### src/sv/bce_pkg.sv
`default_nettype none

package bce_pkg;

  // batch capacity and derived widths
  localparam int unsigned BATCH_WORDS = 1024;
  localparam int unsigned CNT_W       = $clog2(BATCH_WORDS + 1);
  localparam int unsigned IDX_W       = 10;
  localparam int unsigned MAX_WORDS   = 10;
  localparam int unsigned K_W         = $clog2(MAX_WORDS);

  // stream widths
  localparam int unsigned IN_DATA_W  = 288;
  localparam int unsigned OUT_DATA_W = 48;
  localparam int unsigned OUT_USER_W = 4;
  localparam int unsigned WIN_W      = 49;

  // address window
  localparam logic [WIN_W-1:0] PAGE_BYTES   = 49'd4096;
  localparam logic [WIN_W-1:0] WINDOW_RESET = 49'd8388608;

  // command word constants
  localparam logic [31:0] HDR_COPY   = 32'h54F0_0008;
  localparam logic [31:0] HDR_FILL   = 32'h5430_0005;
  localparam logic [31:0] DEPTH32    = 32'h0300_0000;
  localparam logic [31:0] ROP_COPY   = 32'h00CC_0000;
  localparam logic [31:0] ROP_FILL   = 32'h00F0_0000;
  localparam logic [31:0] TERMINATOR = 32'h0500_0000;

  // words needed per request kind
  localparam logic [K_W-1:0] LEN_BLIT = 4'd10;
  localparam logic [K_W-1:0] LEN_FILL = 4'd7;
  localparam logic [K_W-1:0] LEN_ONE  = 4'd1;

  typedef enum logic [1:0] {
    CMD_BEGIN = 2'd0,
    CMD_BLIT  = 2'd1,
    CMD_FILL  = 2'd2,
    CMD_END   = 2'd3
  } cmd_e;

  typedef enum logic [2:0] {
    ST_OK    = 3'd0,
    ST_ROOM  = 3'd1,
    ST_RECT  = 3'd2,
    ST_PITCH = 3'd3,
    ST_ADDR  = 3'd4
  } status_e;

  // what the back end has to emit for one request
  typedef enum logic [1:0] {
    JOB_INFO = 2'd0,
    JOB_BLIT = 2'd1,
    JOB_FILL = 2'd2,
    JOB_END  = 2'd3
  } job_e;

  typedef struct packed {
    job_e              kind;
    status_e           status;
    logic [IDX_W-1:0]  base;
    logic [15:0]       dst_pitch_b;
    logic [15:0]       src_pitch_b;
    logic [63:0]       dst_addr;
    logic [63:0]       src_addr;
    logic [15:0]       src_x;
    logic [15:0]       src_y;
    logic [15:0]       dst_x;
    logic [15:0]       dst_y;
    logic [15:0]       width;
    logic [15:0]       height;
    logic [31:0]       color;
  } job_t;

endpackage

`default_nettype wire

### src/sv/bce_front.sv
`default_nettype none

module bce_front
  import bce_pkg::*;
(
  input  wire logic                 clk_i,
  input  wire logic                 rst_ni,
  input  wire logic                 s_tvalid_i,
  output logic                      s_tready_o,
  input  wire logic [IN_DATA_W-1:0] s_tdata_i,
  input  wire logic [1:0]           s_tuser_i,
  input  wire logic                 cfg_valid_i,
  output logic                      cfg_ready_o,
  input  wire logic [WIN_W-1:0]     cfg_data_i,
  input  wire logic                 q_full_i,
  output logic                      push_o,
  output job_t                      job_o
);

  logic [CNT_W-1:0] count_q, count_d;
  logic             sealed_q, sealed_d;
  logic [WIN_W-1:0] lim_q;
  logic             win_small_q;

  logic [63:0] dst_addr, src_addr;
  logic [15:0] dst_px, src_px, sx, sy, dx, dy, w, h;
  logic [31:0] color;
  cmd_e        cmd;
  logic        accept;

  logic             bad_dpitch, bad_spitch, bad_drect, bad_srect, bad_daddr, bad_saddr;
  logic [K_W-1:0]   need;
  logic             no_room;
  logic [CNT_W:0]   room_sum;
  status_e          status;

  function automatic logic pitch_bad(input logic [15:0] px);
    pitch_bad = (px == 16'd0) || (px[15:14] != 2'd0);
  endfunction

  function automatic logic rect_bad(input logic [15:0] x, input logic [15:0] y,
                                    input logic [15:0] rw, input logic [15:0] rh);
    logic [16:0] ex, ey;
    ex = {1'b0, x} + {1'b0, rw};
    ey = {1'b0, y} + {1'b0, rh};
    rect_bad = (rw == 16'd0) || (rh == 16'd0) || (ex > 17'h10000) || (ey > 17'h10000);
  endfunction

  // unpack the request
  assign dst_addr = s_tdata_i[63:0];
  assign dst_px   = s_tdata_i[79:64];
  assign src_addr = s_tdata_i[143:80];
  assign src_px   = s_tdata_i[159:144];
  assign sx       = s_tdata_i[175:160];
  assign sy       = s_tdata_i[191:176];
  assign dx       = s_tdata_i[207:192];
  assign dy       = s_tdata_i[223:208];
  assign w        = s_tdata_i[239:224];
  assign h        = s_tdata_i[255:240];
  assign color    = s_tdata_i[287:256];
  assign cmd      = cmd_e'(s_tuser_i);

  assign s_tready_o  = !q_full_i;
  assign accept      = s_tvalid_i && s_tready_o;
  assign cfg_ready_o = 1'b1;

  // window register, kept as the highest page start it admits
  always_ff @(posedge clk_i or negedge rst_ni) begin
    if (!rst_ni) begin
      lim_q       <= WINDOW_RESET - PAGE_BYTES;
      win_small_q <= 1'b0;
    end else if (cfg_valid_i) begin
      lim_q       <= cfg_data_i - PAGE_BYTES;
      win_small_q <= cfg_data_i < PAGE_BYTES;
    end
  end

  // checks, all in parallel
  always_comb begin
    bad_dpitch = pitch_bad(dst_px);
    bad_spitch = pitch_bad(src_px);
    bad_drect  = rect_bad(dx, dy, w, h);
    bad_srect  = rect_bad(sx, sy, w, h);
    bad_daddr  = (dst_addr[11:0] != 12'd0) || (dst_addr[63:WIN_W] != '0) || win_small_q ||
                 (dst_addr[WIN_W-1:0] > lim_q);
    bad_saddr  = (src_addr[11:0] != 12'd0) || (src_addr[63:WIN_W] != '0) || win_small_q ||
                 (src_addr[WIN_W-1:0] > lim_q);
  end

  // room in the batch
  always_comb begin
    case (cmd)
      CMD_BLIT: need = LEN_BLIT;
      CMD_FILL: need = LEN_FILL;
      default:  need = LEN_ONE;
    endcase
    room_sum = {1'b0, count_q} + (CNT_W + 1)'(need);
    no_room  = sealed_q || (room_sum > (CNT_W + 1)'(BATCH_WORDS));
  end

  // first failing check, in a fixed order for each request kind
  always_comb begin
    status = ST_OK;
    case (cmd)
      CMD_BLIT: begin
        if (bad_dpitch || bad_spitch) status = ST_PITCH;
        else if (no_room)             status = ST_ROOM;
        else if (bad_drect || bad_srect) status = ST_RECT;
        else if (bad_daddr || bad_saddr) status = ST_ADDR;
      end
      CMD_FILL: begin
        if (no_room)         status = ST_ROOM;
        else if (bad_drect)  status = ST_RECT;
        else if (bad_dpitch) status = ST_PITCH;
        else if (bad_daddr)  status = ST_ADDR;
      end
      CMD_END: begin
        if (no_room) status = ST_ROOM;
      end
      default: status = ST_OK;
    endcase
  end

  // job for the back end
  always_comb begin
    job_o.status      = status;
    job_o.base        = IDX_W'(count_q);
    job_o.dst_pitch_b = {dst_px[13:0], 2'b00};
    job_o.src_pitch_b = {src_px[13:0], 2'b00};
    job_o.dst_addr    = dst_addr;
    job_o.src_addr    = src_addr;
    job_o.src_x       = sx;
    job_o.src_y       = sy;
    job_o.dst_x       = dx;
    job_o.dst_y       = dy;
    job_o.width       = w;
    job_o.height      = h;
    job_o.color       = color;
    if (status != ST_OK) begin
      job_o.kind = JOB_INFO;
    end else begin
      case (cmd)
        CMD_BLIT: job_o.kind = JOB_BLIT;
        CMD_FILL: job_o.kind = JOB_FILL;
        CMD_END:  job_o.kind = JOB_END;
        default:  job_o.kind = JOB_INFO;
      endcase
    end
  end

  assign push_o = accept;

  // batch state moves as soon as a request is taken
  always_comb begin
    count_d  = count_q;
    sealed_d = sealed_q;
    if (accept) begin
      if (cmd == CMD_BEGIN) begin
        count_d  = '0;
        sealed_d = 1'b0;
      end else if (status == ST_OK) begin
        count_d = room_sum[CNT_W-1:0];
        if (cmd == CMD_END) sealed_d = 1'b1;
      end
    end
  end

  always_ff @(posedge clk_i or negedge rst_ni) begin
    if (!rst_ni) begin
      count_q  <= '0;
      sealed_q <= 1'b0;
    end else begin
      count_q  <= count_d;
      sealed_q <= sealed_d;
    end
  end

endmodule

`default_nettype wire

### src/sv/bce_queue.sv
`default_nettype none

module bce_queue
  import bce_pkg::*;
(
  input  wire logic clk_i,
  input  wire logic rst_ni,
  input  wire logic push_i,
  input  wire job_t job_i,
  output logic      full_o,
  output logic      head_vld_o,
  output job_t      head_o,
  input  wire logic pop_i
);

  job_t head_q, head_d, tail_q, tail_d;
  logic head_vld_q, head_vld_d, tail_vld_q, tail_vld_d;

  // two-slot queue, the head slot always holds the oldest job
  always_comb begin
    head_d     = head_q;
    tail_d     = tail_q;
    head_vld_d = head_vld_q;
    tail_vld_d = tail_vld_q;
    if (pop_i) begin
      head_d     = tail_q;
      head_vld_d = tail_vld_q;
      tail_vld_d = 1'b0;
    end
    if (push_i) begin
      if (!head_vld_d) begin
        head_d     = job_i;
        head_vld_d = 1'b1;
      end else begin
        tail_d     = job_i;
        tail_vld_d = 1'b1;
      end
    end
  end

  always_ff @(posedge clk_i or negedge rst_ni) begin
    if (!rst_ni) begin
      head_vld_q <= 1'b0;
      tail_vld_q <= 1'b0;
    end else begin
      head_vld_q <= head_vld_d;
      tail_vld_q <= tail_vld_d;
    end
  end

  always_ff @(posedge clk_i) begin
    head_q <= head_d;
    tail_q <= tail_d;
  end

  assign full_o     = tail_vld_q;
  assign head_vld_o = head_vld_q;
  assign head_o     = head_q;

endmodule

`default_nettype wire

### src/sv/bce_back.sv
`default_nettype none

module bce_back
  import bce_pkg::*;
(
  input  wire logic                  clk_i,
  input  wire logic                  rst_ni,
  input  wire logic                  head_vld_i,
  input  wire job_t                  head_i,
  output logic                       pop_o,
  output logic                       m_tvalid_o,
  input  wire logic                  m_tready_i,
  output logic [OUT_DATA_W-1:0]      m_tdata_o,
  output logic [OUT_USER_W-1:0]      m_tuser_o,
  output logic                       m_tlast_o
);

  logic [K_W-1:0]   k_q, k_d;
  logic             out_vld_q, out_vld_d;
  logic [31:0]      word_q, word_d;
  logic [IDX_W-1:0] idx_q, idx_d;
  logic             wvld_q, wvld_d;
  status_e          status_q, status_d;
  logic             last_q, last_d;

  logic [K_W-1:0] len;
  logic           is_last, emit;

  // words in the current job
  always_comb begin
    case (head_i.kind)
      JOB_BLIT: len = LEN_BLIT;
      JOB_FILL: len = LEN_FILL;
      default:  len = LEN_ONE;
    endcase
    is_last = (k_q == len - LEN_ONE);
    emit    = head_vld_i && (!out_vld_q || m_tready_i);
    pop_o   = emit && is_last;
  end

  // word selection for the current step
  always_comb begin
    word_d   = 32'd0;
    idx_d    = head_i.base + IDX_W'(k_q);
    wvld_d   = 1'b1;
    status_d = ST_OK;
    last_d   = is_last;
    case (head_i.kind)
      JOB_BLIT: begin
        case (k_q)
          4'd0:    word_d = HDR_COPY;
          4'd1:    word_d = ROP_COPY | DEPTH32 | {16'd0, head_i.dst_pitch_b};
          4'd2:    word_d = {head_i.dst_y, head_i.dst_x};
          4'd3:    word_d = {head_i.height, head_i.width};
          4'd4:    word_d = head_i.dst_addr[31:0];
          4'd5:    word_d = head_i.dst_addr[63:32];
          4'd6:    word_d = {head_i.src_y, head_i.src_x};
          4'd7:    word_d = {16'd0, head_i.src_pitch_b};
          4'd8:    word_d = head_i.src_addr[31:0];
          4'd9:    word_d = head_i.src_addr[63:32];
          default: word_d = 32'd0;
        endcase
      end
      JOB_FILL: begin
        case (k_q)
          4'd0:    word_d = HDR_FILL;
          4'd1:    word_d = DEPTH32 | ROP_FILL | {16'd0, head_i.dst_pitch_b};
          4'd2:    word_d = head_i.dst_addr[31:0];
          4'd3:    word_d = head_i.dst_addr[63:32];
          4'd4:    word_d = head_i.color;
          4'd5:    word_d = {head_i.dst_y, head_i.dst_x};
          4'd6:    word_d = {head_i.height, head_i.width};
          default: word_d = 32'd0;
        endcase
      end
      JOB_END: word_d = TERMINATOR;
      default: begin
        idx_d    = '0;
        wvld_d   = 1'b0;
        status_d = head_i.status;
      end
    endcase
  end

  // step counter and output valid
  always_comb begin
    k_d       = k_q;
    out_vld_d = out_vld_q;
    if (emit) begin
      out_vld_d = 1'b1;
      k_d       = is_last ? '0 : k_q + LEN_ONE;
    end else if (m_tready_i) begin
      out_vld_d = 1'b0;
    end
  end

  always_ff @(posedge clk_i or negedge rst_ni) begin
    if (!rst_ni) begin
      k_q       <= '0;
      out_vld_q <= 1'b0;
    end else begin
      k_q       <= k_d;
      out_vld_q <= out_vld_d;
    end
  end

  // output register
  always_ff @(posedge clk_i) begin
    if (emit) begin
      word_q   <= word_d;
      idx_q    <= idx_d;
      wvld_q   <= wvld_d;
      status_q <= status_d;
      last_q   <= last_d;
    end
  end

  assign m_tvalid_o = out_vld_q;
  assign m_tdata_o  = {(OUT_DATA_W - IDX_W - 32)'(0), idx_q, word_q};
  assign m_tuser_o  = {status_q, wvld_q};
  assign m_tlast_o  = last_q;

endmodule

`default_nettype wire

### src/sv/blit_command_encoder.sv
`default_nettype none

// Blitter command batch builder. Each request on the slave stream (begin, blit, fill,
// end, selected by tuser) is checked and answered on the master stream: a good blit
// gives ten batch words, a good fill seven, an end one terminator word, and a begin or
// a rejected request one status transfer with no word. Each request is taken by the front
// end into a two-slot queue while the queue has room; the back end then sends one transfer
// per cycle through its output register while the master side is ready, and a queued
// request follows the previous one with no gap. The window register may be written at
// any time the block is idle; it takes effect on the next request.
module blit_command_encoder
  import bce_pkg::*;
(
  input  wire logic                  clk_i,
  input  wire logic                  rst_ni,
  input  wire logic                  s_tvalid,
  output logic                       s_tready,
  // dst_addr, dst_pitch_px, src_addr, src_pitch_px, src_x, src_y, dst_x, dst_y,
  // width, height, color
  input  wire logic [IN_DATA_W-1:0]  s_tdata,
  // cmd
  input  wire logic [1:0]            s_tuser,
  output logic                       m_tvalid,
  input  wire logic                  m_tready,
  // word, word_index, zero padding
  output logic [OUT_DATA_W-1:0]      m_tdata,
  // word_valid, status
  output logic [OUT_USER_W-1:0]      m_tuser,
  output logic                       m_tlast,
  input  wire logic                  cfg_valid,
  output logic                       cfg_ready,
  input  wire logic [WIN_W-1:0]      cfg_data
);

  logic q_full, push, head_vld, pop;
  job_t job, head;

  // request checks and batch state
  bce_front u_front (
    .clk_i       (clk_i),
    .rst_ni      (rst_ni),
    .s_tvalid_i  (s_tvalid),
    .s_tready_o  (s_tready),
    .s_tdata_i   (s_tdata),
    .s_tuser_i   (s_tuser),
    .cfg_valid_i (cfg_valid),
    .cfg_ready_o (cfg_ready),
    .cfg_data_i  (cfg_data),
    .q_full_i    (q_full),
    .push_o      (push),
    .job_o       (job)
  );

  // job queue between front and back
  bce_queue u_queue (
    .clk_i      (clk_i),
    .rst_ni     (rst_ni),
    .push_i     (push),
    .job_i      (job),
    .full_o     (q_full),
    .head_vld_o (head_vld),
    .head_o     (head),
    .pop_i      (pop)
  );

  // word sequencer
  bce_back u_back (
    .clk_i      (clk_i),
    .rst_ni     (rst_ni),
    .head_vld_i (head_vld),
    .head_i     (head),
    .pop_o      (pop),
    .m_tvalid_o (m_tvalid),
    .m_tready_i (m_tready),
    .m_tdata_o  (m_tdata),
    .m_tuser_o  (m_tuser),
    .m_tlast_o  (m_tlast)
  );

`ifndef SYNTHESIS
  // a batch word always carries an ok status
  a_word_ok: assert property (@(posedge clk_i) disable iff (!rst_ni)
    (m_tvalid && m_tuser[0]) |-> (m_tuser[3:1] == ST_OK))
    else $error("batch word with non-ok status");

  // a transfer without a word is always the only one of its request
  a_info_last: assert property (@(posedge clk_i) disable iff (!rst_ni)
    (m_tvalid && !m_tuser[0]) |-> m_tlast)
    else $error("status transfer without last");

  // words of one command follow at once with consecutive indices
  a_idx_step: assert property (@(posedge clk_i) disable iff (!rst_ni)
    (m_tvalid && m_tready && m_tuser[0] && !m_tlast) |=>
      (m_tvalid && m_tuser[0] &&
       (m_tdata[IDX_W+31:32] == IDX_W'($past(m_tdata[IDX_W+31:32]) + 1'b1))))
    else $error("word index not consecutive within a command");

  // the queue never refuses while the front end pushes
  a_no_push_full: assert property (@(posedge clk_i) disable iff (!rst_ni)
    q_full |-> !push)
    else $error("push into a full queue");
`endif

endmodule

`default_nettype wire

### config.mk
export PLATFORM = sky130hd
export DESIGN_NAME = blit_command_encoder
export DESIGN_NICKNAME = d
export VERILOG_FILES = /design/src/sv/bce_pkg.sv /design/src/sv/bce_front.sv /design/src/sv/bce_queue.sv /design/src/sv/bce_back.sv /design/src/sv/blit_command_encoder.sv
export SDC_FILE = /design/constraint.sdc
export NUM_CORES = 1
export LEC_CHECK = 0
export ABC_AREA = 1
export BUFFER_PORTS_ARGS = -buffer_cell sky130_fd_sc_hd__buf_2
export CELL_PAD_IN_SITES_DETAIL_PLACEMENT = 2
export CELL_PAD_IN_SITES_GLOBAL_PLACEMENT = 2
export CORE_MARGIN = 3
export CORE_UTILIZATION = 33
export CTS_BUF_LIST = sky130_fd_sc_hd__clkbuf_4
export CTS_CLUSTER_SIZE = 24
export DETAILED_ROUTE_END_ITERATION = 7
export PLACE_DENSITY_LB_ADDON = 0.1
export SYNTH_ARGS = -nofsm -noshare
export SYNTH_HDL_FRONTEND = slang
export SYNTH_HIERARCHICAL = 1
export SYNTH_SLANG_ARGS = --single-unit
### constraint.sdc
create_clock -name clk_i -period 10.7 [get_ports clk_i]
set_input_delay 1.07 -clock clk_i [delete_from_list [all_inputs] [get_ports clk_i]]
set_output_delay 1.07 -clock clk_i [all_outputs]
set_load 0.02 [all_outputs]
==> results of run 1 <==
## cells in the final DEF, fill, tap and decap left out, types with 11 or more instances in the layout
master / count
sky130_fd_sc_hd__nand2_1: 2616
sky130_fd_sc_hd__nor2_1: 293
sky130_fd_sc_hd__o21ai_0: 104
sky130_fd_sc_hd__inv_1: 394
sky130_fd_sc_hd__xor2_1: 24
sky130_fd_sc_hd__o21ai_1: 16
sky130_fd_sc_hd__nor4_1: 38
sky130_fd_sc_hd__a21oi_1: 94
sky130_fd_sc_hd__edfxtp_1: 350
sky130_fd_sc_hd__nand3_1: 197
sky130_fd_sc_hd__nor3_1: 31
sky130_fd_sc_hd__dfrtp_1: 56
sky130_fd_sc_hd__dfxtp_1: 303
sky130_fd_sc_hd__buf_4: 37
sky130_fd_sc_hd__nand4_1: 437
sky130_fd_sc_hd__dlygate4sd3_1: 110
sky130_fd_sc_hd__conb_1: 11
sky130_fd_sc_hd__buf_2: 391
sky130_fd_sc_hd__dfstp_2: 11
sky130_fd_sc_hd__ha_1: 177
sky130_fd_sc_hd__xnor2_1: 27
sky130_fd_sc_hd__inv_2: 21
sky130_fd_sc_hd__clkinv_1: 23
sky130_fd_sc_hd__clkbuf_4: 330
## logic make-up after synthesis
| logic type | Yosys count |
|---|---|
| AOI/OAI and AO/OA | 239 |
| xor gates and xnor gates | 51 |
| adders and majority gates | 185 |
| buffers and inverters | 1005 |
| DFF | 722 |
| other | 3 |
| and+or+nand+nor | 3674 |
## sequential cells by signal (all words and copies together) (netlist names)
| signal | count |
|---|---|
| u_front/lim_q | 49 |
| u_back/word_q | 32 |
| u_queue/tail_q | 303 |
| u_back/k_q | 4 |
| u_back/status_q | 3 |
| u_queue/head_vld_o | 1 |
| u_queue/full_o | 1 |
| u_back/idx_q | 10 |
| u_queue/head_o | 303 |
| u_back/m_tlast_o | 1 |
| u_back/wvld_q | 1 |
| u_front/count_q | 11 |
| u_back/m_tvalid_o | 1 |
| u_front/win_small_q | 1 |
| u_front/sealed_q | 1 |
## worst max-delay path by stage
stage               slack, ns                   to     startpoint  depth (start not counted)
floorplan                1.13    u_queue/tail_q[0]       m_tready                         12
global placement         4.62   u_queue/tail_q[71]  u_back/k_q[2]                         15
detailed placement       4.46   u_queue/tail_q[71]  u_back/k_q[2]                         15
CTS                      4.42  u_queue/tail_q[242]  u_back/k_q[2]                         15
global route             4.01   u_queue/tail_q[59]  u_back/k_q[2]                         15
finish                   4.40   u_queue/tail_q[71]  u_back/k_q[2]                         15
## per-stage QoR
step | hold WS (ns) | worst slack [ns] | std cells | utilization (%)
3_3_place_gp | 0.470 | 4.62 | 7468 | 33.9
3_5_place_dp | 0.478 | 4.46 | 7468 | 33.9
6_report | 0.125 | 4.40 | 7955 | 36.9
2_1_floorplan | 0.449 | 1.13 | 5887 | -
5_1_grt | 0.0141 | 4.01 | 7953 | 36.9
4_1_cts | 0.000171 | 4.42 | 7946 | 36.9
## power by group through the flow
stage	Clock, mW	Combinational, mW	Sequential (mW)
5_1_grt	2.98	5.31	4.93
2_1_floorplan	0	3.18	4.48
6_report	2.74	4.74	4.87
3_5_place_dp	0	4.66	4.93
4_1_cts	2.83	4.73	4.88
3_3_place_gp	0	4.46	4.90
## worst max-delay path: stages, from the launching register on
cell,delay [ns]
sky130_fd_sc_hd__dfrtp_2,0.42
sky130_fd_sc_hd__inv_4,0.52
sky130_fd_sc_hd__nand2_4,0.21
sky130_fd_sc_hd__nand3_1,0.14
sky130_fd_sc_hd__o21ai_0,0.10
sky130_fd_sc_hd__nand2_1,0.13
sky130_fd_sc_hd__inv_1,0.06
sky130_fd_sc_hd__nand2_1,0.20
sky130_fd_sc_hd__inv_8,0.29
sky130_fd_sc_hd__inv_8,0.60
sky130_fd_sc_hd__nand2_8,0.40
sky130_fd_sc_hd__buf_4,0.50
sky130_fd_sc_hd__nand2_1,0.19
sky130_fd_sc_hd__nand2_1,0.19
sky130_fd_sc_hd__inv_8,0.72
sky130_fd_sc_hd__buf_4,0.85
## layout make-up
class / instances / area, sq um / share of cell area (%)
multi-input cells: 4160 / 19700 / 41.1
flip-flops and latches: 722 / 18300 / 38.2
repair buffers: 540 / 3380 / 7.05
clock buffers: 330 / 2480 / 5.17
well taps: 1742 / 2180 / 4.55
inverters: 414 / 1590 / 3.32
clock inverters: 38 / 262 / 0.546
diodes: 9 / 22.5 / 0.0470
## per-layer routing
layer | up-vias | track usage (%)
met5 | - | 0
met4 | 2 | 7.59
met3 | 192 | 3.43
met2 | 893 | 47.4
met1 | 20653 | 36.8
li1 | 19268 | -
==> reports/metrics.yaml, run 1 <==
logic_synthesis:
  post_synthesis_compound_gate_area_fraction_pct: 2.91
  synth_flop_cell: "sky130_fd_sc_hd__edfxtp_1"
  netlist_instances: 5879
  ys_top_cells_by_count: "sky130_fd_sc_hd__nand2_1 (2616), sky130_fd_sc_hd__nand4_1 (437), sky130_fd_sc_hd__inv_1 (398), sky130_fd_sc_hd__edfxtp_1 (350), sky130_fd_sc_hd__buf_4 (344)"
  synth_top_family_by_area: "simple AND/OR/NAND/NOR gates"
  post_synth_top_area_cell: "sky130_fd_sc_hd__edfxtp_1"
  synthesis.yosys.warnings: 6
  muxShareOfSynthArea_pct: 0
  yosys.area_share.xor_xnor_pct: 1.03
  synthArstFlopShare_pct: 9.56
  synthSimpleGateAreaFrac_pct: 36.0
  synthesis.area_per_instance_sq_um: 7.35
  ys_seq_elements: 722
  synth-edff-count: 350
  post-synth-top-area-fraction_pct: 24.3
  synth_top_cells_by_area: "sky130_fd_sc_hd__edfxtp_1 (24%), sky130_fd_sc_hd__nand2_1 (23%), sky130_fd_sc_hd__dfxtp_1 (14%)"
  synth-adder-area-share_pct: 5.46
  synth.most_common_cell: "sky130_fd_sc_hd__nand2_1"
  synth_seq_area_share_pct: 42.4
  synthesis.area_sq_um: 43200
  ys_types: 55
layout:
  design.final.nets: 6566
  final_layout_size_suffix_gt1_share_pct: 13.7
  synthToLayoutAreaGrowth_pct: 10.9
  fin_area_sq_um: 47900
  final_layout_fill_cell_count: 15521
floorplan:
  die-area_sq_um: 135000
  initial_utilization_pct: 33.3
  die_width_um: 368
  rows: 132
  die_h_um: 368
  placeableCoreArea_sq_um: 130000
  top_ports: 400
placed_design:
  finalWeightedCongestion: 0.873
  detailed_place_hpwl_mm: 139
  placement.cell_area_sq_um: 44100
  port_buffers: 392
power:
  power.switching_fraction_pct: 46.0
  cell_internal_pwr_mw: 6.66
  power.share.clock_pct: 22.2
  maximum_vdd_ir_drop_mv: 0.189
  net-switching-power_mw: 5.68
  combPwrFrac_pct: 38.4
  power.leakage_nw: 23.7
  seq_power_share_pct: 39.4
  sum_of_internal_switching_and_leakage_power_mw: 12.3
  cellPowerDensity_nw_per_um2: 258
drt:
  route.vias.total: 41008
  met2_wirelength_mm: 93.6
  dr_wl_met3_mm: 7.73
  mean_number_of_vias_per_cell: 5.15
  drt-wirelength-per-cell_um: 24.1
  wl_mm: 192
  firstDrtPassIters: 5
  first_iter_violations: 2441
  remaining_drc_errors: 0
  routedLengthMet1_mm: 86.3
  detail-route-antenna-nets: 0
  highest-signal-layer: "met5"
job:
  drv_cap: 0
worst_setup_path:
  cp.arrival_ns: 7.08
  worst-setup-path-type: "register to register"
  cp_max_fo: 115
  crit_path_end_kind: "register"
  cp.required_ns: 11.48
  worst_setup_path_start_kind: "register"
  start_of_the_worst_register_to_register_path: "u_back/k_q[2]"
  r2r.worst_path.cells: 15
  critical_path.reg2reg.endpoint: "u_queue/tail_q[71]"
  reg2reg_setup_slack_ns: 4.40
global_routing:
  pin_count_of_the_biggest_net_entering_global_routing: 174
  grt_overflow: 0
  grt_pass1_vias: 43023
  grt.total_usage_pct: 27.7
  antenna_found_initial: 13
  first_pass_grt_wire_length_mm: 283
sta:
  setup_viol_count_final: 0
  tns_ns: 0
  clock.fmax_mhz: 159
  drv_slew: 0
  worst_slew_pin_slew_ns: 1.07
  rsz0062_at_grt: "no"
  hold_viol_final: 0
  final_cycle_share_pct: 58.9
  finClkSkew_ns: 0.0564
  post-route-min-period_ns: 6.30
  timing.slew.headroom_pct: 28.8
clock_tree:
  ctsRootBufferMaster: "sky130_fd_sc_hd__clkbuf_4"
  post-cts-setup-buffers: 0
  ctsHoldBuffers: 110
  cts.clk_slew.worst_paths_ns: 0.08
  clock_tree.buffer_depth: 3
  clkLatencyLatePin_ns: 1.20
  post_cts_resized: 0
  cts_sinks: 722
  cts_inserted_buffers: 199
  tritoncts_clock_tree: "done"
  h-tree-depth: 4
status:
  run_status: "completed"
hold_path:
  hold_path.startpoint: "s_tdata[55]"
  timing.hold.worst_endpoint: "u_queue/tail_q[247]"
  worstHoldPathType: "input pin to register"
  whs_path_depth: 1
Note: power is estimated with default switching activity, not from simulation.
==> run 2: changes to the inputs <==
ABC_AREA = 0   (was 1)
clock period = 6.3 ns   (was 10.7 ns; I/O delays follow)
==> reports/metrics.yaml, run 2 <==
placed_design:
  finalWeightedCongestion: 0.871  # -0.19%
  dp.cells: 5034  # -33%
  placement.cell_area_sq_um: 42100  # -4.5%
  port_buffers: 392  # unchanged
  detailed_place_hpwl_mm: 119  # -15%
layout:
  mostFrequentLayoutCell: "sky130_fd_sc_hd__buf_2"
  design.final.nets: 4509  # -31%
  synthToLayoutAreaGrowth_pct: 18.5
  fin_area_sq_um: 48500  # +1.3%
  final_layout_fill_cell_count: 12707  # -18%
  layout.cells.most_common_list: "sky130_fd_sc_hd__buf_2 (391), sky130_fd_sc_hd__dlygate4sd3_1 (363), sky130_fd_sc_hd__edfxtp_1 (350)"
  post_layout_nonfiller_instances: 5796  # -27%
  final_layout_size_suffix_gt1_share_pct: 35.1  # +21 points
power:
  cellPowerDensity_nw_per_um2: 408  # +58%
  maximum_vdd_ir_drop_mv: 0.202  # +6.7%
  power.leakage_nw: 20.1  # -15%
clock_tree:
  h-tree-depth: 4  # unchanged
  cts.clk_slew.worst_paths_ns: 0.06  # -0.02 ns
  clock_tree.buffer_depth: 3  # unchanged
  tritoncts_clock_tree: "done"
  clkLatencyLatePin_ns: 1.12  # -0.08 ns
  ctsRootBufferMaster: "sky130_fd_sc_hd__clkbuf_4"
  cts_sinks: 722  # unchanged
  cts_inserted_buffers: 206  # +3.5%
  post-cts-setup-buffers: 0  # unchanged
drt:
  mean_number_of_vias_per_cell: 5.34  # +3.6%
  wl_mm: 164  # -15%
  first_iter_violations: 1835  # -25%
  detail-route-antenna-nets: 0  # unchanged
  drt-wirelength-per-cell_um: 28.3  # +17%
  firstDrtPassIters: 6  # +1
  remaining_drc_errors: 0  # unchanged
  route.vias.total: 30954  # -25%
logic_synthesis:
  synthesis.area_per_instance_sq_um: 11.9  # +61%
  synth-edff-count: 350  # unchanged
  ys_seq_elements: 722  # unchanged
  synth_seq_area_share_pct: 44.7  # +2.3 points
  ys_types: 100  # +82%
  netlist_instances: 3455  # -41%
  synthesis.yosys.warnings: 6  # unchanged
  ys_top_cells_by_count: "sky130_fd_sc_hd__edfxtp_1 (350), sky130_fd_sc_hd__mux2_2 (346), sky130_fd_sc_hd__buf_4 (313), sky130_fd_sc_hd__dfxtp_1 (303), sky130_fd_sc_hd__mux2_4 (273)"
  post_synth_top_area_cell: "sky130_fd_sc_hd__edfxtp_1"
  synthesis.area_sq_um: 41000  # -5.2%
  synth_top_cells_by_area: "sky130_fd_sc_hd__edfxtp_1 (26%), sky130_fd_sc_hd__dfxtp_1 (15%), sky130_fd_sc_hd__mux2_4 (10%)"
  synthArstFlopShare_pct: 9.56  # unchanged
  synth_flop_cell: "sky130_fd_sc_hd__edfxtp_1"
  post-synth-top-area-fraction_pct: 25.7  # +1.3 points
  synth.most_common_cell: "sky130_fd_sc_hd__edfxtp_1"
worst_setup_path:
  cp.arrival_ns: 5.92  # -1.16 ns
  reg2reg_setup_slack_ns: 1.81  # -2.59 ns
  crit_path_end_kind: "register"
  start_of_the_worst_register_to_register_path: "u_front/count_q[0]"
  critical_path.reg2reg.endpoint: "u_front/count_q[0]"
  cp_max_fo: 11  # -90%
  worst_setup_path_start_kind: "input pin"
  cp.required_ns: 7.26  # -4.22 ns
  r2r.worst_path.cells: 12  # -3
  worst-setup-path-type: "input pin to register"
floorplan:
  top_ports: 400  # unchanged
  placeableCoreArea_sq_um: 123000  # -5.6%
  die-area_sq_um: 128000  # -5.1%
  die_width_um: 358  # -2.6%
  rows: 128  # -3.0%
  initial_utilization_pct: 33.4  # +0.14 points
  die_h_um: 358  # -2.6%
hold_path:
  hold_path.startpoint: "s_tvalid"
  timing.hold.worst_endpoint: "u_front/count_q[10]"
  whs_path_depth: 5  # +4
  worstHoldPathType: "input pin to register"
global_routing:
  grt_overflow: 0  # unchanged
  antenna_found_initial: 18  # +5
  grt_pass1_vias: 34026  # -21%
  pin_count_of_the_biggest_net_entering_global_routing: 128  # -26%
  first_pass_grt_wire_length_mm: 236  # -17%
  grt.total_usage_pct: 25.1  # -2.7 points
status:
  run_status: "completed"
sta:
  timing.hold.ws_ns: 0.161  # +0.0353 ns
  worst_slew_pin_slew_ns: 1.23  # +0.157 ns
  timing.slew.headroom_pct: 18.0  # -11 points
  drv_slew: 0  # unchanged
  final_cycle_share_pct: 78.6
  hold_viol_final: 0  # unchanged
  rsz0062_at_grt: "no"
  finClkSkew_ns: 0.0661  # +0.00974 ns
  clock.fmax_mhz: 202
  setup_viol_count_final: 0  # unchanged
  post-route-min-period_ns: 4.95
job:
  drv_cap: 0  # unchanged
-- run 2: cell types whose count changed after synthesis, sizes merged, moves of 80 or more --
| cell | delta |
|---|---|
| nand2 | -2501 |
| mux2 | +619 |
| nand4 | -404 |
| inv | -308 |
| nor2 | -187 |
| nand3 | -131 |
| a22oi | +80 |
-- run 2: area by class of cell --
type	count	area (sq um)	area share [%]
multi-input cells	2153	19000	39.1
repair buffers	790	5950	12.3
inverters	107	405	0.835
diodes	17	42.5	0.0876
well taps	1625	2030	4.19
clock buffers	339	2540	5.24
clock inverters	43	253	0.521
flip-flops and latches	722	18300	37.7
-- run 2: worst max-delay path: stages --
cell	delay [ns]
sky130_fd_sc_hd__dlygate4sd3_1	0.53
sky130_fd_sc_hd__buf_2	0.18
sky130_fd_sc_hd__ha_1	0.23
sky130_fd_sc_hd__fa_1	0.41
sky130_fd_sc_hd__a21oi_1	0.28
sky130_fd_sc_hd__o21ai_1	0.16
sky130_fd_sc_hd__a31oi_1	0.28
sky130_fd_sc_hd__nor4b_1	0.11
sky130_fd_sc_hd__or4_1	0.51
sky130_fd_sc_hd__or4_1	0.41
sky130_fd_sc_hd__nor4_1	0.34
sky130_fd_sc_hd__buf_4	0.25
sky130_fd_sc_hd__nor4_1	0.06
sky130_fd_sc_hd__a211o_1	0.47
sky130_fd_sc_hd__or4_4	0.72
sky130_fd_sc_hd__mux2_4	0.33
-- run 2: worst max path at each step --
| stage | end | depth (start not counted) | start | slack (ns) |
|---|---|---|---|---|
| floorplan | u_queue/tail_q[0] | 7 | m_tready | -0.80 |
| global placement | u_front/count_q[3] | 15 | s_tdata[224] | 1.04 |
| detailed placement | u_front/count_q[6] | 15 | s_tdata[224] | 0.90 |
| CTS | u_front/count_q[1] | 16 | s_tdata[224] | 1.66 |
| global route | u_front/count_q[1] | 16 | s_tdata[224] | 1.38 |
| finish | u_front/count_q[2] | 16 | s_tdata[224] | 1.35 |
-- run 2: per-stage QoR --
| step | setup TNS (ns) | power [mW] | worst slack, ns | utilization [%] |
|---|---|---|---|---|
| 6_report | 0 | 19.8 | 1.35 | 39.6 |
| 3_3_place_gp | 0 | 14.7 | 1.04 | 34.3 |
| 3_5_place_dp | 0 | 15.0 | 0.895 | 34.3 |
| 2_1_floorplan | -243.02 | 12.4 | -0.802 | - |
| 4_1_cts | 0 | 20.0 | 1.66 | 39.6 |
| 5_1_grt | 0 | 20.9 | 1.38 | 39.6 |
-- run 2: where the power goes --
part	internal, mW	switching, mW	total [mW]
clock network	2.50	2.18	4.68
registers	6.51	1.63	8.14
logic	3.55	3.41	6.97
total	12.6	7.22	19.8
-- run 2: logic make-up after synthesis --
kind of cell | Yosys count | synth area share [%]
other cells | 3 | 0.0275
simple gates | 575 | 7.30
mux | 642 | 20.1
xor+xnor | 66 | 1.41
flops | 722 | 44.7
compound gates | 674 | 11.5
fa+ha+maj | 185 | 5.76
buf+inv | 588 | 9.17
-- run 2: layer usage --
metal,up-vias,global-route usage (%),share of wire (%),wire length (um)
met4,4,8.66,3.0,5000
met3,234,3.78,3.9,6470
met2,826,44.5,51,83400
met5,-,0,0.015,25
met1,15966,30.8,42,69100
li1,13924,-,-,-
-- run 2: what timing repair did --
action                     in CTS  in global routing
gates resized for setup         0                  0
hold endpoints to repair      681                  0
setup endpoints to repair       0                  0
hold buffers                  363                  0
==> run 3: changes to the inputs <==
clock period = 4.3 ns   (was 6.3 ns; I/O delays follow)
==> reports/metrics.yaml, run 3 (synthesized netlist as in run 2, its figures left out) <==
status:
  run_status: "completed"
power:
  sum_of_internal_switching_and_leakage_power_mw: 29.9  # +51%
  seq_power_share_pct: 39.5  # -1.6 points
  net-switching-power_mw: 11.0  # +52%
  power.share.clock_pct: 23.4  # -0.2 points
  cellPowerDensity_nw_per_um2: 557  # +37%
  power.leakage_nw: 22.7  # +13%
  cell_internal_pwr_mw: 18.9  # +51%
  maximum_vdd_ir_drop_mv: 0.306  # +52%
  power.switching_fraction_pct: 36.7  # +0.21 points
  combPwrFrac_pct: 37.1  # +1.9 points
sta:
  hold_viol_final: 0  # unchanged
  clock.fmax_mhz: 233
  timing.slew.headroom_pct: 23.8  # +5.8 points
  final_cycle_share_pct: 100
  finClkSkew_ns: 0.0954  # +0.0293 ns
  setup_viol_count_final: 0  # unchanged
  drv_slew: 0  # unchanged
  worst_slew_pin_slew_ns: 1.14  # -0.0861 ns
  post-route-min-period_ns: 4.30
floorplan:
  rows: 128  # unchanged
  die_h_um: 358  # unchanged
  die_width_um: 358  # unchanged
  top_ports: 400  # unchanged
  die-area_sq_um: 128000  # unchanged
  initial_utilization_pct: 33.4  # unchanged
  placeableCoreArea_sq_um: 123000  # unchanged
worst_setup_path:
  critical_path.reg2reg.endpoint: "u_front/count_q[9]"
  r2r.worst_path.cells: 17  # +5
  max_stage_delay_ns: 0.67  # -0.05 ns
  reg2reg_setup_slack_ns: 0.05  # -1.76 ns
  slowest_stage: "sky130_fd_sc_hd__or4_4"
  ordered_list_of_cells_on_the_worst_path: "dlygate4sd3_1 -> buf_2 -> fa_1 -> xor2_1 -> or4_1 -> nor4_1 -> o211ai_1 -> nor4_1 -> o2111ai_1 -> o41ai_2 -> nand2_1 -> a211o_1 -> or4_4 -> buf_4 -> o41ai_2"
  worst-setup-path-type: "input pin to register"
  cp.required_ns: 5.34  # -1.92 ns
  critical-path-top-delay-family: "simple AND/OR/NAND/NOR gates"
  start_of_the_worst_register_to_register_path: "u_front/lim_q[15]"
  crit_path_end_kind: "register"
  cp_max_fo: 8  # -3
  cp.arrival_ns: 5.34  # -0.58 ns
  worst_setup_path_start_kind: "input pin"
  timing.critical_path.buf_inv: 3  # unchanged
clock_tree:
  cts_sinks: 722  # unchanged
  tritoncts_clock_tree: "done"
  clock_tree.buffer_depth: 3  # unchanged
  cts.clk_slew.worst_paths_ns: 0.06  # about the same
  h-tree-depth: 4  # unchanged
  clkLatencyLatePin_ns: 1.21  # +0.09 ns
  ctsRootBufferMaster: "sky130_fd_sc_hd__clkbuf_4"
  cts_inserted_buffers: 207  # +0.49%
global_routing:
  grt_overflow: 0  # unchanged
  antenna_found_initial: 21  # +3
  grt.total_usage_pct: 27.4  # +2.4 points
  pin_count_of_the_biggest_net_entering_global_routing: 104  # -19%
  first_pass_grt_wire_length_mm: 260  # +10%
  grt_pass1_vias: 38438  # +13%
layout:
  multi_input_comb_area_sq_um: 19100  # +0.78%
  synthToLayoutAreaGrowth_pct: 31.2
  final_layout_fill_cell_count: 12519  # -1.5%
  design.final.nets: 5080  # +13%
  post_layout_nonfiller_instances: 6372  # +9.9%
  final_util_pct: 43.9  # +4.2 points
  final_layout_size_suffix_gt1_share_pct: 38.0  # +3.0 points
  layout.cells.most_common_list: "sky130_fd_sc_hd__dlygate4sd3_1 (612), sky130_fd_sc_hd__buf_2 (391), sky130_fd_sc_hd__edfxtp_1 (350)"
  seqCellArea_sq_um: 18300  # unchanged
  mostFrequentLayoutCell: "sky130_fd_sc_hd__dlygate4sd3_1"
drt:
  detail-route-antenna-nets: 0  # unchanged
  drt-wirelength-per-cell_um: 28.3  # about the same
  remaining_drc_errors: 0  # unchanged
  mean_number_of_vias_per_cell: 5.29  # -0.96%
  route.vias.total: 33704  # +8.9%
  first_iter_violations: 2114  # +15%
  wl_mm: 180  # +9.9%
  firstDrtPassIters: 7  # +1
placed_design:
  dp.cells: 5352  # +6.3%
  detailed_place_hpwl_mm: 123  # +3.5%
  port_buffers: 392  # unchanged
  finalWeightedCongestion: 0.855  # -1.8%
hold_path:
  hold_path.startpoint: "s_tdata[3]"
  timing.hold.worst_endpoint: "u_queue/tail_q[195]"
  whs_path_depth: 2  # -3
  worstHoldPathType: "input pin to register"
job:
  drv_cap: 0  # unchanged
## run 3: cell types whose count changed in the layout (fill, tap and decap cells not counted), sizes merged
cell         delta
diode           -1
bufinv          +1
inv             -1
clkinv         +14
dlygate4sd3   +249
clkbuf          -7
buf           +321
## run 3: area by class of cell
cell class	instances	share of cell area [%]
multi-input cells	2153	35.6
flip-flops and latches	722	34.1
repair buffers	1360	20.4
clock inverters	57	0.629
inverters	107	0.755
diodes	16	0.0745
clock buffers	332	4.64
well taps	1625	3.78
## run 3: timing repair
action,CTS,global route
hold buffers,613,0
endpoints found under the hold margin,707,0
gates cloned,0,0
resized for setup,6,30
pin swaps,3,6
buffers inserted,1,1
endpoints found under the setup margin,12,24
## run 3: per-layer routing
layer	wire length, um	GRT usage, %	vias to the layer above
met5	44	0	-
met4	6880	11.0	8
met3	7630	4.21	348
met2	93600	50.2	1016
met1	72000	31.9	17267
li1	-	-	15065
## run 3: worst max path at each step
stage / from / end / depth (start not counted)
floorplan: m_tready / u_queue/tail_q[0] / 7
global placement: s_tdata[224] / u_front/count_q[1] / 16
detailed placement: s_tdata[224] / u_front/count_q[1] / 16
CTS: u_front/lim_q[22] / u_front/count_q[1] / 17
global route: u_front/lim_q[15] / u_front/count_q[8] / 17
finish: s_tdata[225] / u_front/count_q[9] / 15
## run 3: worst register-to-register path, delay by kind of cell, from the launching register on
kind                     cells  cell delay (ns)
buffers and inverters        5             0.75
adder cells (fa/ha/maj)      1             0.33
flip-flops                   1             0.54
AND/OR/NAND/NOR              3             0.78
AO/OA/AOI/OAI                8             1.76
## run 3: power groups by stage
| stage | Sequential, mW | Combinational [mW] | Clock [mW] |
|---|---|---|---|
| global route | 12.0 | 11.9 | 7.65 |
| global placement | 11.9 | 9.93 | 0 |
| CTS | 11.8 | 10.9 | 7.16 |
| detailed placement | 12.0 | 10.4 | 0 |
| floorplan | 10.7 | 7.42 | 0 |
| finish | 11.8 | 11.1 | 7.00 |
## run 3: stage by stage
step / hold slack [ns] / cell area [sq um] / worst slack (ns) / TNS, ns
floorplan: 0.134 / 41000 / -2.60 / -788.42
global placement: 0.498 / 44500 / -0.928 / -14.96
detailed placement: 0.502 / 44500 / -1.02 / -17.34
CTS: 0.000100 / 53600 / 0.0168 / 0
global route: 0.0282 / 53700 / -0.0349 / -0.227
finish: 0.141 / 53700 / 0.000441 / 0
